**src/design/ucf_pkg.sv**
```systemverilog
// Shared package for the undirected cycle finder.
// Holds the fixed field widths, the operation codes and the command and status
// structures between the controller and the datapath; depends on nothing.
package ucf_pkg;

    localparam int NODE_W = 6;
    localparam int OP_W   = 2;
    localparam int LEN_W  = 6;

    localparam logic [OP_W-1:0] OP_ADD    = 2'd0;
    localparam logic [OP_W-1:0] OP_SEARCH = 2'd1;
    localparam logic [OP_W-1:0] OP_CLEAR  = 2'd2;

    typedef struct packed {
        logic add;
        logic clear;
        logic init;
        logic root_next;
        logic root_push;
        logic edge_rd;
        logic edge_eval;
        logic pop;
        logic top_load;
        logic cyc_setup;
        logic em_issue;
        logic em_load;
        logic nc_load;
    } cmd_t;

    typedef struct packed {
        logic root_over;
        logic root_visited;
        logic scan_more;
        logic last_on_stack;
        logic cand_new;
        logic cand_active;
        logic em_last;
        logic out_free;
    } sts_t;

endpackage

```
**src/design/ucf_ctrl.sv**
```systemverilog
// Controller state machine of the undirected cycle finder.
// Sequences the item handshake, the depth-first walk and the result emission;
// depends on ucf_pkg.
module ucf_ctrl
    import ucf_pkg::*;
(
    input  logic            clk,
    input  logic            rst_n,
    input  logic            s_tvalid,
    input  logic [OP_W-1:0] op,
    output logic            s_tready,
    input  sts_t            sts,
    output cmd_t            cmd
);

    typedef enum logic [2:0] {
        ST_IDLE,
        ST_ROOT,
        ST_SCAN,
        ST_EDGE,
        ST_POPW,
        ST_CYC,
        ST_EMRD,
        ST_EMOUT
    } state_t;

    state_t state_reg, state_next;
    logic   nocyc_reg, nocyc_next;

    assign s_tready = (state_reg == ST_IDLE);

    always_comb
    begin
        cmd        = '0;
        state_next = state_reg;
        nocyc_next = nocyc_reg;
        case (state_reg)
            ST_IDLE:
            begin
                if (s_tvalid)
                begin
                    case (op)
                        OP_ADD:   cmd.add = 1'b1;
                        OP_CLEAR: cmd.clear = 1'b1;
                        OP_SEARCH:
                        begin
                            cmd.init   = 1'b1;
                            state_next = ST_ROOT;
                        end
                        default:  ;
                    endcase
                end
            end
            ST_ROOT:
            begin
                if (sts.root_over)
                begin
                    nocyc_next = 1'b1;
                    state_next = ST_EMOUT;
                end
                else if (sts.root_visited)
                    cmd.root_next = 1'b1;
                else
                begin
                    cmd.root_push = 1'b1;
                    state_next    = ST_SCAN;
                end
            end
            ST_SCAN:
            begin
                if (sts.scan_more)
                begin
                    cmd.edge_rd = 1'b1;
                    state_next  = ST_EDGE;
                end
                else
                begin
                    cmd.pop = 1'b1;
                    if (sts.last_on_stack)
                    begin
                        cmd.root_next = 1'b1;
                        state_next    = ST_ROOT;
                    end
                    else
                        state_next = ST_POPW;
                end
            end
            ST_EDGE:
            begin
                cmd.edge_eval = 1'b1;
                if (sts.cand_active && !sts.cand_new)
                    state_next = ST_CYC;
                else
                    state_next = ST_SCAN;
            end
            ST_POPW:
            begin
                cmd.top_load = 1'b1;
                state_next   = ST_SCAN;
            end
            ST_CYC:
            begin
                cmd.cyc_setup = 1'b1;
                nocyc_next    = 1'b0;
                state_next    = ST_EMRD;
            end
            ST_EMRD:
            begin
                cmd.em_issue = 1'b1;
                state_next   = ST_EMOUT;
            end
            ST_EMOUT:
            begin
                if (sts.out_free)
                begin
                    if (nocyc_reg)
                    begin
                        cmd.nc_load = 1'b1;
                        state_next  = ST_IDLE;
                    end
                    else
                    begin
                        cmd.em_load = 1'b1;
                        state_next  = sts.em_last ? ST_IDLE : ST_EMRD;
                    end
                end
            end
            default: state_next = ST_IDLE;
        endcase
    end

    always_ff @(posedge clk or negedge rst_n)
    begin
        if (!rst_n)
        begin
            state_reg <= ST_IDLE;
            nocyc_reg <= 1'b0;
        end
        else
        begin
            state_reg <= state_next;
            nocyc_reg <= nocyc_next;
        end
    end

endmodule

```
**src/design/ucf_datapath.sv**
```systemverilog
// Datapath of the undirected cycle finder.
// Holds the edge store, walk stack, depth table, node marks, walk registers and
// the output register; acts on commands from ucf_ctrl; depends on ucf_pkg.
module ucf_datapath
    import ucf_pkg::*;
#(
    parameter int MAX_NODES = 32,
    parameter int MAX_EDGES = 64
)
(
    input  logic              clk,
    input  logic              rst_n,
    input  cmd_t              cmd,
    output sts_t              sts,
    input  logic [NODE_W-1:0] end_a,
    input  logic [NODE_W-1:0] end_b,
    input  logic              cfg_valid,
    input  logic [NODE_W-1:0] cfg_data,
    output logic              out_valid,
    input  logic              out_ready,
    output logic              out_found,
    output logic [NODE_W-1:0] out_node,
    output logic [LEN_W-1:0]  out_len,
    output logic              out_dropped,
    output logic              out_last
);

    localparam int EIDX_W = (MAX_EDGES > 1) ? $clog2(MAX_EDGES) : 1;
    localparam int ECNT_W = $clog2(MAX_EDGES + 1);
    localparam int NIDX_W = $clog2(MAX_NODES + 1);
    localparam int SIDX_W = (MAX_NODES > 1) ? $clog2(MAX_NODES) : 1;
    localparam int SP_W   = $clog2(MAX_NODES + 1);

    // Edge store and walk memories.
    logic [2*NODE_W-1:0] edge_mem [MAX_EDGES];
    logic [2*NODE_W-1:0] nstk_mem [MAX_NODES];
    logic [ECNT_W-1:0]   cstk_mem [MAX_NODES];
    logic [SIDX_W-1:0]   dep_mem  [MAX_NODES + 1];

    logic [2*NODE_W-1:0] edge_rd_reg;
    logic [2*NODE_W-1:0] nstk_rd_reg;
    logic [ECNT_W-1:0]   cstk_rd_reg;
    logic [SIDX_W-1:0]   dep_rd_reg;

    logic [NODE_W-1:0]   node_count_reg;
    logic [ECNT_W-1:0]   edge_total_reg;
    logic                dropped_reg;
    logic [MAX_NODES:0]  visited_reg;
    logic [MAX_NODES:0]  active_reg;
    logic [NODE_W:0]     root_reg;
    logic [SP_W-1:0]     sp_reg;
    logic [NODE_W-1:0]   u_reg;
    logic [NODE_W-1:0]   pu_reg;
    logic [ECNT_W-1:0]   i_reg;
    logic [NODE_W-1:0]   w_reg;
    logic [SIDX_W-1:0]   k_reg;
    logic [SIDX_W-1:0]   stop_reg;
    logic [SP_W:0]       len_reg;
    logic [1:0]          phase_reg;
    logic                out_valid_reg;
    logic                out_found_reg;
    logic [NODE_W-1:0]   out_node_reg;
    logic [LEN_W-1:0]    out_len_reg;
    logic                out_dropped_reg;
    logic                out_last_reg;

    logic [NODE_W-1:0]   n;
    logic                drop;
    logic [NODE_W-1:0]   ea, eb, w;
    logic                adj_a, adjacent, cand;
    logic [NIDX_W-1:0]   widx, ridx;
    logic [SIDX_W-1:0]   stk_top;
    logic [SIDX_W-1:0]   stk_new;
    logic [SIDX_W-1:0]   stk_raddr;

    // A node count above the supported maximum acts as the maximum.
    assign n = (32'(node_count_reg) > MAX_NODES) ? NODE_W'(MAX_NODES) : node_count_reg;

    assign drop = (32'(edge_total_reg) >= MAX_EDGES) || (end_a == '0) || (end_b == '0)
                  || (end_a > n) || (end_b > n) || (end_a == end_b);

    assign ea       = edge_rd_reg[NODE_W-1:0];
    assign eb       = edge_rd_reg[2*NODE_W-1:NODE_W];
    assign adj_a    = (ea == u_reg);
    assign adjacent = adj_a || (eb == u_reg);
    assign w        = adj_a ? eb : ea;
    assign cand     = adjacent && (w != '0) && (w <= n) && (w != pu_reg);
    assign widx     = NIDX_W'(w);
    assign ridx     = NIDX_W'(root_reg);
    assign stk_top  = SIDX_W'(sp_reg - SP_W'(1));
    assign stk_new  = SIDX_W'(sp_reg);
    assign stk_raddr = cmd.em_issue ? k_reg : SIDX_W'(sp_reg - SP_W'(2));

    always_comb
    begin
        sts               = '0;
        sts.root_over     = (root_reg > {1'b0, n});
        sts.root_visited  = visited_reg[ridx];
        sts.scan_more     = (i_reg < edge_total_reg);
        sts.last_on_stack = (sp_reg == SP_W'(1));
        sts.cand_new      = cand && !visited_reg[widx];
        sts.cand_active   = cand && visited_reg[widx] && active_reg[widx];
        sts.em_last       = (phase_reg == 2'd2);
        sts.out_free      = !out_valid_reg || out_ready;
    end

    // Memories and payload registers.
    always_ff @(posedge clk)
    begin
        if (cmd.add && !drop)
            edge_mem[edge_total_reg[EIDX_W-1:0]] <= {end_b, end_a};
        if (cmd.edge_rd)
            edge_rd_reg <= edge_mem[i_reg[EIDX_W-1:0]];
        if (cmd.root_push)
        begin
            nstk_mem[0]   <= {NODE_W'(0), NODE_W'(root_reg)};
            dep_mem[ridx] <= '0;
        end
        if (cmd.edge_eval && sts.cand_new)
        begin
            nstk_mem[stk_new] <= {u_reg, w};
            cstk_mem[stk_top] <= i_reg + ECNT_W'(1);
            dep_mem[widx]     <= stk_new;
        end
        if (cmd.pop || cmd.em_issue)
        begin
            nstk_rd_reg <= nstk_mem[stk_raddr];
            cstk_rd_reg <= cstk_mem[stk_raddr];
        end
        dep_rd_reg <= dep_mem[widx];

        if (cmd.root_push)
        begin
            u_reg  <= NODE_W'(root_reg);
            pu_reg <= '0;
        end
        if (cmd.edge_eval)
        begin
            w_reg <= w;
            if (sts.cand_new)
            begin
                u_reg  <= w;
                pu_reg <= u_reg;
            end
        end
        if (cmd.top_load)
        begin
            u_reg  <= nstk_rd_reg[NODE_W-1:0];
            pu_reg <= nstk_rd_reg[2*NODE_W-1:NODE_W];
        end
        if (cmd.cyc_setup)
        begin
            k_reg    <= stk_top;
            stop_reg <= dep_rd_reg;
            len_reg  <= {1'b0, sp_reg} + (SP_W+1)'(1) - (SP_W+1)'(dep_rd_reg);
        end
        if (cmd.em_load)
        begin
            out_found_reg   <= 1'b1;
            out_len_reg     <= LEN_W'(len_reg);
            out_dropped_reg <= dropped_reg;
            out_last_reg    <= (phase_reg == 2'd2);
            case (phase_reg)
                2'd0:    out_node_reg <= nstk_rd_reg[NODE_W-1:0];
                2'd1:    out_node_reg <= w_reg;
                default: out_node_reg <= u_reg;
            endcase
            if (phase_reg == 2'd0)
                k_reg <= k_reg - SIDX_W'(1);
        end
        if (cmd.nc_load)
        begin
            out_found_reg   <= 1'b0;
            out_node_reg    <= '0;
            out_len_reg     <= '0;
            out_dropped_reg <= dropped_reg;
            out_last_reg    <= 1'b1;
        end
    end

    // Control registers.
    always_ff @(posedge clk or negedge rst_n)
    begin
        if (!rst_n)
        begin
            node_count_reg <= NODE_W'(32);
            edge_total_reg <= '0;
            dropped_reg    <= 1'b0;
            visited_reg    <= '0;
            active_reg     <= '0;
            root_reg       <= '0;
            sp_reg         <= '0;
            i_reg          <= '0;
            phase_reg      <= '0;
            out_valid_reg  <= 1'b0;
        end
        else
        begin
            if (cfg_valid)
                node_count_reg <= cfg_data;
            if (cmd.add)
            begin
                if (drop)
                    dropped_reg <= 1'b1;
                else
                    edge_total_reg <= edge_total_reg + ECNT_W'(1);
            end
            if (cmd.clear)
            begin
                edge_total_reg <= '0;
                dropped_reg    <= 1'b0;
            end
            if (cmd.init)
            begin
                visited_reg <= '0;
                active_reg  <= '0;
                root_reg    <= (NODE_W+1)'(1);
            end
            if (cmd.root_next)
                root_reg <= root_reg + (NODE_W+1)'(1);
            if (cmd.root_push)
            begin
                visited_reg[ridx] <= 1'b1;
                active_reg[ridx]  <= 1'b1;
                sp_reg            <= SP_W'(1);
                i_reg             <= '0;
            end
            if (cmd.edge_eval)
            begin
                if (sts.cand_new)
                begin
                    visited_reg[widx] <= 1'b1;
                    active_reg[widx]  <= 1'b1;
                    sp_reg            <= sp_reg + SP_W'(1);
                    i_reg             <= '0;
                end
                else
                    i_reg <= i_reg + ECNT_W'(1);
            end
            if (cmd.pop)
            begin
                active_reg[NIDX_W'(u_reg)] <= 1'b0;
                sp_reg                     <= sp_reg - SP_W'(1);
            end
            if (cmd.top_load)
                i_reg <= cstk_rd_reg;
            if (cmd.cyc_setup)
                phase_reg <= 2'd0;
            // Stack entries above the closing node come first, then the
            // closing node and the current node once more.
            if (cmd.em_load)
            begin
                case (phase_reg)
                    2'd0:    if (k_reg - SIDX_W'(1) == stop_reg) phase_reg <= 2'd1;
                    2'd1:    phase_reg <= 2'd2;
                    default: phase_reg <= 2'd0;
                endcase
            end
            if (cmd.em_load || cmd.nc_load)
                out_valid_reg <= 1'b1;
            else if (out_ready)
                out_valid_reg <= 1'b0;
        end
    end

    assign out_valid   = out_valid_reg;
    assign out_found   = out_found_reg;
    assign out_node    = out_node_reg;
    assign out_len     = out_len_reg;
    assign out_dropped = out_dropped_reg;
    assign out_last    = out_last_reg;

endmodule

```
**src/design/undirected_cycle_finder.sv**
```systemverilog
// Undirected cycle finder. Add-edge and clear transactions are taken one per
// cycle. A search transaction holds the input for the whole depth-first walk:
// each root is tried in turn, the stored edges are read and examined at each
// scan position of the current node, the stack is popped when a node has no
// edge left, then the path is set up and each result is emitted in turn. The
// block accepts new transactions once the final result of a search sits in
// the output register. The node count register is always ready; the user is
// to write it only while the block is idle, which the block does not enforce.
module undirected_cycle_finder
    import ucf_pkg::*;
#(
    parameter int MAX_NODES = 32,
    parameter int MAX_EDGES = 64
)
(
    input  logic              clk,
    input  logic              rst_n,
    input  logic              s_tvalid,
    output logic              s_tready,
    input  logic [15:0]       s_tdata,   // operation[1:0], end_a[7:2], end_b[13:8], zero
    input  logic              cfg_valid,
    output logic              cfg_ready,
    input  logic [NODE_W-1:0] cfg_data,  // node_count
    output logic              m_tvalid,
    input  logic              m_tready,
    output logic [15:0]       m_tdata,   // found[0], node[6:1], path_length[12:7],
                                         // edge_dropped[13], zero
    output logic              m_tlast
);

    cmd_t              cmd;
    sts_t              sts;
    logic              found;
    logic [NODE_W-1:0] node;
    logic [LEN_W-1:0]  path_length;
    logic              edge_dropped;

    assign cfg_ready = 1'b1;

    ucf_ctrl u_ctrl (
        .clk      (clk),
        .rst_n    (rst_n),
        .s_tvalid (s_tvalid),
        .op       (s_tdata[OP_W-1:0]),
        .s_tready (s_tready),
        .sts      (sts),
        .cmd      (cmd)
    );

    ucf_datapath #(
        .MAX_NODES (MAX_NODES),
        .MAX_EDGES (MAX_EDGES)
    ) u_datapath (
        .clk         (clk),
        .rst_n       (rst_n),
        .cmd         (cmd),
        .sts         (sts),
        .end_a       (s_tdata[7:2]),
        .end_b       (s_tdata[13:8]),
        .cfg_valid   (cfg_valid),
        .cfg_data    (cfg_data),
        .out_valid   (m_tvalid),
        .out_ready   (m_tready),
        .out_found   (found),
        .out_node    (node),
        .out_len     (path_length),
        .out_dropped (edge_dropped),
        .out_last    (m_tlast)
    );

    assign m_tdata = {2'b00, edge_dropped, path_length, node, found};

endmodule

```
**config.mk**
```make
export PLATFORM = sky130hd
export DESIGN_NAME = undirected_cycle_finder
export DESIGN_NICKNAME = d
export VERILOG_FILES = /design/src/design/ucf_pkg.sv /design/src/design/ucf_ctrl.sv /design/src/design/ucf_datapath.sv /design/src/design/undirected_cycle_finder.sv
export SDC_FILE = /design/constraint.sdc
export NUM_CORES = 2
export LEC_CHECK = 0
export BUFFER_PORTS_ARGS = -buffer_cell sky130_fd_sc_hd__buf_2
export CAP_MARGIN = 10
export CORE_MARGIN = 5
export CORE_UTILIZATION = 40
export DETAILED_ROUTE_END_ITERATION = 8
export PLACE_DENSITY = 0.56
export SYNTH_ARGS = -nofsm -noshare
export SYNTH_HDL_FRONTEND = slang
export SYNTH_SLANG_ARGS = --single-unit
```
**constraint.sdc**
```tcl
create_clock -name clk -period 6.4 [get_ports clk]
set_clock_uncertainty 0.2 [all_clocks]
set_input_delay 0.64 -clock clk [delete_from_list [all_inputs] [get_ports clk]]
set_output_delay 0.64 -clock clk [all_outputs]
set_load 0.03 [all_outputs]
```
* Word level (Yosys, flattened, before mapping)
Memories as Yosys holds them, arrays and structs flattened. A register that Yosys moved wholly into a read port is not among the register bits.
Cells that the tools add are included.
** Storage, ports and cells
- Flip-flop bits (word level) :: 156
- Memory bits (writable) :: 1541
- Input bits :: 27
- Output and inout bits :: 20
- Word-level logic and storage cells :: 231
- Memories kept :: 4
** Operators by class
- Add/subtract/negate cells :: 9
- Order comparisons :: 13
- Eq/ne operators :: 23
- Multiplexer cells :: 109
- Bitwise gates (word level) :: 6
- Reduce and logical (&&, ||, !) cells :: 44
** Memory list
- u_datapath.edge_mem :: depth 64, bits a word 12, read ports 1, clocked after Yosys merged registers in 1, wr ports 1, RTL line ucf_datapath.sv:35 : logic [2*NODE_W-1:0] edge_mem [MAX_EDGES];
- u_datapath.nstk_mem :: depth 32, bits a word 12, read ports 1, clocked after Yosys merged registers in 1, wr ports 1, RTL line ucf_datapath.sv:36 : logic [2*NODE_W-1:0] nstk_mem [MAX_NODES];
- u_datapath.cstk_mem :: depth 32, bits a word 7, read ports 1, clocked after Yosys merged registers in 1, wr ports 1, RTL line ucf_datapath.sv:37 : logic [ECNT_W-1:0] cstk_mem [MAX_NODES];
- u_datapath.dep_mem :: depth 33, bits a word 5, read ports 1, clocked after Yosys merged registers in 1, wr ports 1, RTL line ucf_datapath.sv:38 : logic [SIDX_W-1:0] dep_mem [MAX_NODES + 1];
** Operators by type and width (count)
- $mux W33 :: 9
- $or A33 B33 Y33 :: 4
- $mux W6 :: 15
- $mux W7 :: 9
- $mux W1 :: 40
- $mux W3 :: 12
- $and A33 B33 Y33 :: 1
- $not A33 Y33 :: 1
- $mux W5 :: 6
- $pmux W3 S8 :: 1
- $add A7 B1 Y7 const B :: 3
- $lt A6 B7 Y1 const B :: 3
- $bmux W1 S6 :: 3
- $demux W1 S6 :: 3
- $eq A6 B6 Y1 :: 3
- $ge A6 B1 Y1 const B :: 3
- $add A6 B1 Y6 const B :: 2
- $eq A3 B3 Y1 const B :: 4
- $gt A6 B6 Y1 :: 2
- $logic_and A1 B1 Y1 :: 12
- $logic_not A6 Y1 :: 2
- $mux W12 :: 1
- $mux W2 :: 6
- $pmux W6 S2 :: 1
- other kinds (32) :: 58

* Depth between registers and ports, before layout
- Depth in word-level cells :: 12
- Mapped depth :: 24
- Mapped depth without buffers :: 16

* Cells and area by module
From an unflattened synthesis, not the netlist that was laid out.
** Unflattened totals
- Cell total of the unflattened synthesis :: 4650
- Area, all modules :: 72513.3 µm²
** By module, submodules not included
- ucf_datapath :: times used 1, cells an instance 4591, area an instance 72031.6 µm², sequential area each 51045.2 µm²
- ucf_ctrl :: times used 1, cells an instance 52, area an instance 436.7 µm², sequential area each 100.1 µm²
- undirected_cycle_finder :: times used 1, cells an instance 7, area an instance 45.0 µm², sequential area each 0.0 µm²

* Least setup slack after synthesis
Ideal clock, no wire load.
- Kind :: register -> register
- From :: register u_datapath.edge_rd_reg[1] (read register of u_datapath.edge_mem)
- To :: memory u_datapath.nstk_mem[0][3] in the netlist's numbering, data pin
- Library setup time :: 0.454 ns
- Data arrival time :: 5.354 ns
- Required time :: 5.746 ns
- Path slack :: 0.391 ns
- Cell stages (with the launch flop) :: 22
- Path buffers :: 7
- Clock period less this slack :: 6.009 ns
- Cell sequence :: edfxtp_1 buf_2 xnor2_1 and4_1 and3_1 nor2_1 inv_1 buf_2 buf_2 buf_1 buf_2 ha_1 o21a_1 o21ai_0 and3b_1 o22ai_1 a311oi_1 and2_1 clkbuf_1 nand3_2 clkbuf_1 o21ai_0
** Between the ends
- Longest elaborated chain between the ends :: 12
- Elaborated cells between the ends (all ways) :: 18
- Those cells by class :: order compare (1); eq/ne (2); mux (6); reduce/logical (9)
** RTL lines
- start: declaration :: RTL line ucf_datapath.sv:40 : logic [2*NODE_W-1:0] edge_rd_reg;
- $eq A6 B6 Y1 (*) :: RTL line ucf_datapath.sv:84 : assign adj_a = (ea == u_reg);
- $mux W6 (*) :: RTL line ucf_datapath.sv:86 : assign w = adj_a ? eb : ea;
- net u_datapath.w[2] :: RTL line ucf_datapath.sv:69 : logic [NODE_W-1:0] ea, eb, w;
- branches (longest 4 deep; another with $bmux W1 S6)
- $logic_and A1 B1 Y1 (*) :: RTL line ucf_datapath.sv:101 : sts.cand_new = cand && !visited_reg[widx];
- $logic_and A1 B1 Y1 (*) :: RTL line ucf_datapath.sv:119 : if (cmd.edge_eval && sts.cand_new)
- $mux W1 (*) :: RTL line ucf_datapath.sv:119
- $mux W1 (implied by the code) (*) :: RTL line ucf_datapath.sv:121 : nstk_mem[stk_new] <= {u_reg, w};
- $reduce_or A12 Y1 (no source line) (*)
- $mux W12 (no source line) (*)
- end: declaration :: RTL line ucf_datapath.sv:36
Mark *: on every way through the listed nets, which the timed path passes. The select of a mux whose other input is x is not followed.

* Worst setup path after layout
- From :: register u_datapath.edge_rd_reg[1] (read register of u_datapath.edge_mem)
- To :: memory u_datapath.nstk_mem[18][9] in the netlist's numbering, enable pin
** Between the ends
- Longest elaborated chain between the ends :: 12
- Elaborated cells between the ends (all ways) :: 19
- Those cells by class :: order compare (1); eq/ne (2); mux (7); reduce/logical (9)
** RTL lines (RTL line)
- $eq A6 B6 Y1 (*) :: ucf_datapath.sv:84
- $mux W6 (*) :: ucf_datapath.sv:86
- net u_datapath.w[5] :: ucf_datapath.sv:69
- branches (longest 4 deep; another with $bmux W1 S6)
- $logic_and A1 B1 Y1 (*) :: ucf_datapath.sv:101
- $logic_and A1 B1 Y1 (*) :: ucf_datapath.sv:119
- $mux W1 (*) :: ucf_datapath.sv:119
- $mux W1 (implied by the code) (*) :: ucf_datapath.sv:121
- $reduce_or A12 Y1 (no source line)
- $mux W5 (no source line) or $mux W1 (tied branches)
Marked as above.

==> flow_summary.yaml <==
job:
  max-cap-violations: 0
sta:
  finalHoldWorstSlack_ns: 0.0672
  max-slew-margin-rel: 0.119
  max_freq_mhz: 170
  report.final.setup_viol: 0
  clock_period_minus_final_worst_setup_slack_ns: 5.88
  max_slew.worst_pin.slew_ns: 1.32
  timing.final.hold_violations: 0
  report.final.slew_viol_count: 0
  final.setup.worst_slack_ns: 0.521
  unrepaired_setup_endpoints_after_global_routing: "no"
  timing.setup.tns_ns: 0
  final_min_period_over_clock_period: 0.919
setup_path:
  worst-setup-path-type: "register to register"
  end_kind: "register"
  critical_path_startpoint_category: "register"
  critical_path_required_ns: 6.73
  timing.critical_path.arrival_ns: 6.21
  r2r_cells: 15
  worst-path-max-fanout: 40
pwr:
  total_leakage_power_uw: 0.0278
  vdd_drop_max_uv: 451
  power.switching_fraction: 0.346
  pwr-share-seq: 0.384
  portion_of_total_power_attributed_to_combinational_logic: 0.320
  p_clk_frac: 0.297
  cell_internal_pwr_uw: 23400
  net-switching-power_uw: 12300
  p_per_area_mw_per_mm2: 439
synth:
  netlist.top_cell.by_area: "edfxtp_1"
  synthesis.area_per_instance_sq_um: 16.8
  synth_cells: 4248
  synth_cell_types: 84
  synth.area.top_cells: "edfxtp_1, mux4_2, mux2i_1"
  synth_seq_area_share: 0.719
  post_synth_edffs: 1590
  synthDominantCellAreaShare: 0.671
  synthesis.area_sq_mm: 0.0712
  synth_seq_cells: 1733
  yosys_warnings: 0
  main_flop_type_after_synthesis: "edfxtp_1"
  async_set_reset_flop_share_out_of_synthesis: 0.0617
layout:
  final_layout_size_suffix_gt1_frac: 0.193
  finalNetCount: 4526
  finalInstanceArea_sq_mm: 0.0814
  most_common_cell_after_layout_fill_and_taps_aside: "edfxtp_1"
  flip_flop_count_of_the_largest_register_after_layout: 768
  most-common-layout-cells: "edfxtp_1, mux2i_1, mux4_2"
  syn2layout_area_growth_pct: 14.4
routing:
  drcViolationCount: 0
  routedWlPerCell_microns: 27.3
  drt_iter0_drc: 4313
  antenna_violating_nets_post_route: 0
  detail_route.vias_per_cell: 5.73
  vias: 39800
  drt_wl_total_mm: 189
  iteration_count_of_the_initial_detailed_routing_pass: 8
placed_design:
  dp_hpwl_mm: 117
  dpl_worst_slack_ns: 0.634
  dpl-instance-area_sq_mm: 0.0752
  gp_congestion: 0.893
  io_buffers: 41
clock_network:
  total_number_of_clock_tree_sinks: 1733
  ctsLongestPathBuffers: 3
  insertion_delay_to_the_later_sink_of_the_worst_skew_pair_ns: 0.83
  clk_root_buffer_cell: "clkbuf_16"
  worst_setup_hold_path_clk_slew_ns: 0.06
  cts_made_buffers: 179
  cts.htree.levels: 4
  cts.repair.resized: 0
  cts_tree: "yes"
die:
  core-area_sq_mm: 0.176
  start_util: 0.403
  fp.dieW_microns: 432
  floorplan.die_area_sq_mm: 0.186
  ioPinCount: 47
  num_rows: 154
  fp.dieH_microns: 432
grt:
  grt_max_degree: 120
  gr-max-usage-layer: "met2"
  grt.total_usage: 0.200
  grt_first_pass_wirelength_mm: 275
  use_met2: 0.325
  grt.met1_usage: 0.280
  overflow: 0
  grt_use_met3: 0.0349
  initial_antenna_violation_count: 8
  grt_pass1_vias: 39500
run_status:
  outcome: "completed"
hold_path:
  hold_path_class: "input port to register"
  whs_path_depth: 1
==> area by class of cell <==
cell class,count,area (sq um)
Antenna cell,5,12.5
Clock inverter,107,1290
Sequential cell,1733,51200
Inverter,80,302
Multi-Input combinational cell,2175,18900
Clock buffer,222,4740
Fill cell,15200,95100
Tap cell,2340,2930
Timing Repair Buffer,276,2100
==> critical path, cell delays in order, from the launching register on <==
cell,delay [ns]
edfxtp_1,0.58
xnor2_1,0.28
and4_1,0.60
nand3_1,0.23
and2_1,0.26
inv_2,0.25
ha_1,0.30
a21oi_1,0.17
and3b_1,0.19
o22ai_1,0.08
a311oi_1,0.44
and2_1,0.30
and3_4,0.57
nand3_1,0.27
nor4_2,0.57
buf_4,0.30
==> timing repair <==
action	CTS	global route
hold buffers	17	0
hold endpoints to repair	43	0
setup buffers	0	0
==> final timing paths <==
path | startpoint | end | slack (ns)
setup / recovery | u_datapath.edge_rd_reg[1] | u_datapath.nstk_mem[18][9] | 0.52
hold / removal | s_tdata[2] | u_datapath.edge_mem[61][0] | 0.07
setup reg to reg | u_datapath.edge_rd_reg[1] | u_datapath.nstk_mem[18][9] | 0.52
hold reg to reg | u_datapath.dep_rd_reg[3] | u_datapath.stop_reg[3] | 0.23
max in group asynchronous | rst_n | u_datapath.visited_reg[25] | 4.34
min in group asynchronous | rst_n | u_datapath.visited_reg[27] | 0.23
==> power by group through the flow <==
stage | combinational, uW | sequential [uW] | clock (uW)
after floorplan | 7490 | 13600 | 0
after detailed placement | 11500 | 13900 | 0
final | 11400 | 13700 | 10600
after global routing | 12100 | 13700 | 11300
after CTS | 11500 | 13700 | 10800
after global placement | 11400 | 13900 | 0
==> cell usage after synthesis (31+ instances only) <==
| cell type | count |
|---|---|
| o21ai_0 | 76 |
| a22oi_1 | 50 |
| o221ai_1 | 106 |
| a21oi_1 | 145 |
| o22ai_1 | 68 |
| buf_1 | 56 |
| inv_1 | 74 |
| xnor2_1 | 35 |
| ha_1 | 53 |
| dfrtp_1 | 106 |
| buf_2 | 35 |
| clkbuf_1 | 155 |
| o211ai_1 | 31 |
| mux2i_1 | 279 |
| mux4_2 | 251 |
| nor3_1 | 110 |
| dfxtp_1 | 36 |
| edfxtp_1 | 1590 |
| mux2_2 | 55 |
| nand3_1 | 70 |
| and3_1 | 44 |
| nand2_1 | 240 |
| a31oi_1 | 38 |
| nor2_1 | 222 |
==> kinds of logic after synthesis <==
| family | Yosys count | synth area share |
|---|---|---|
| buffers and inverters | 341 | 0.0197 |
| muxes | 586 | 0.128 |
| DFF | 1733 | 0.719 |
| AOI/OAI and AO/OA | 661 | 0.0638 |
| adders and majority gates | 54 | 0.00960 |
| xor gates and xnor gates | 49 | 0.00603 |
| other | 2 | 0.000106 |
| and+or+nand+nor | 822 | 0.0545 |
==> metal layers <==
layer | vias up | wire length [microns]
met3 | 329 | 12500
met5 | - | 26
met4 | 4 | 5280
li1 | 17400 | -
met1 | 20600 | 80700
met2 | 1419 | 91000
==> stage by stage <==
stage | power, uW | utilization | std cells
floorplan | 21100 | - | 4249
detailed placement | 25400 | 0.426 | 6587
global route | 37200 | 0.461 | 6934
finish | 35700 | 0.461 | 6938
CTS | 36000 | 0.461 | 6933
global placement | 25300 | 0.426 | 6587
Note: power is estimated with default switching activity, not from simulation.
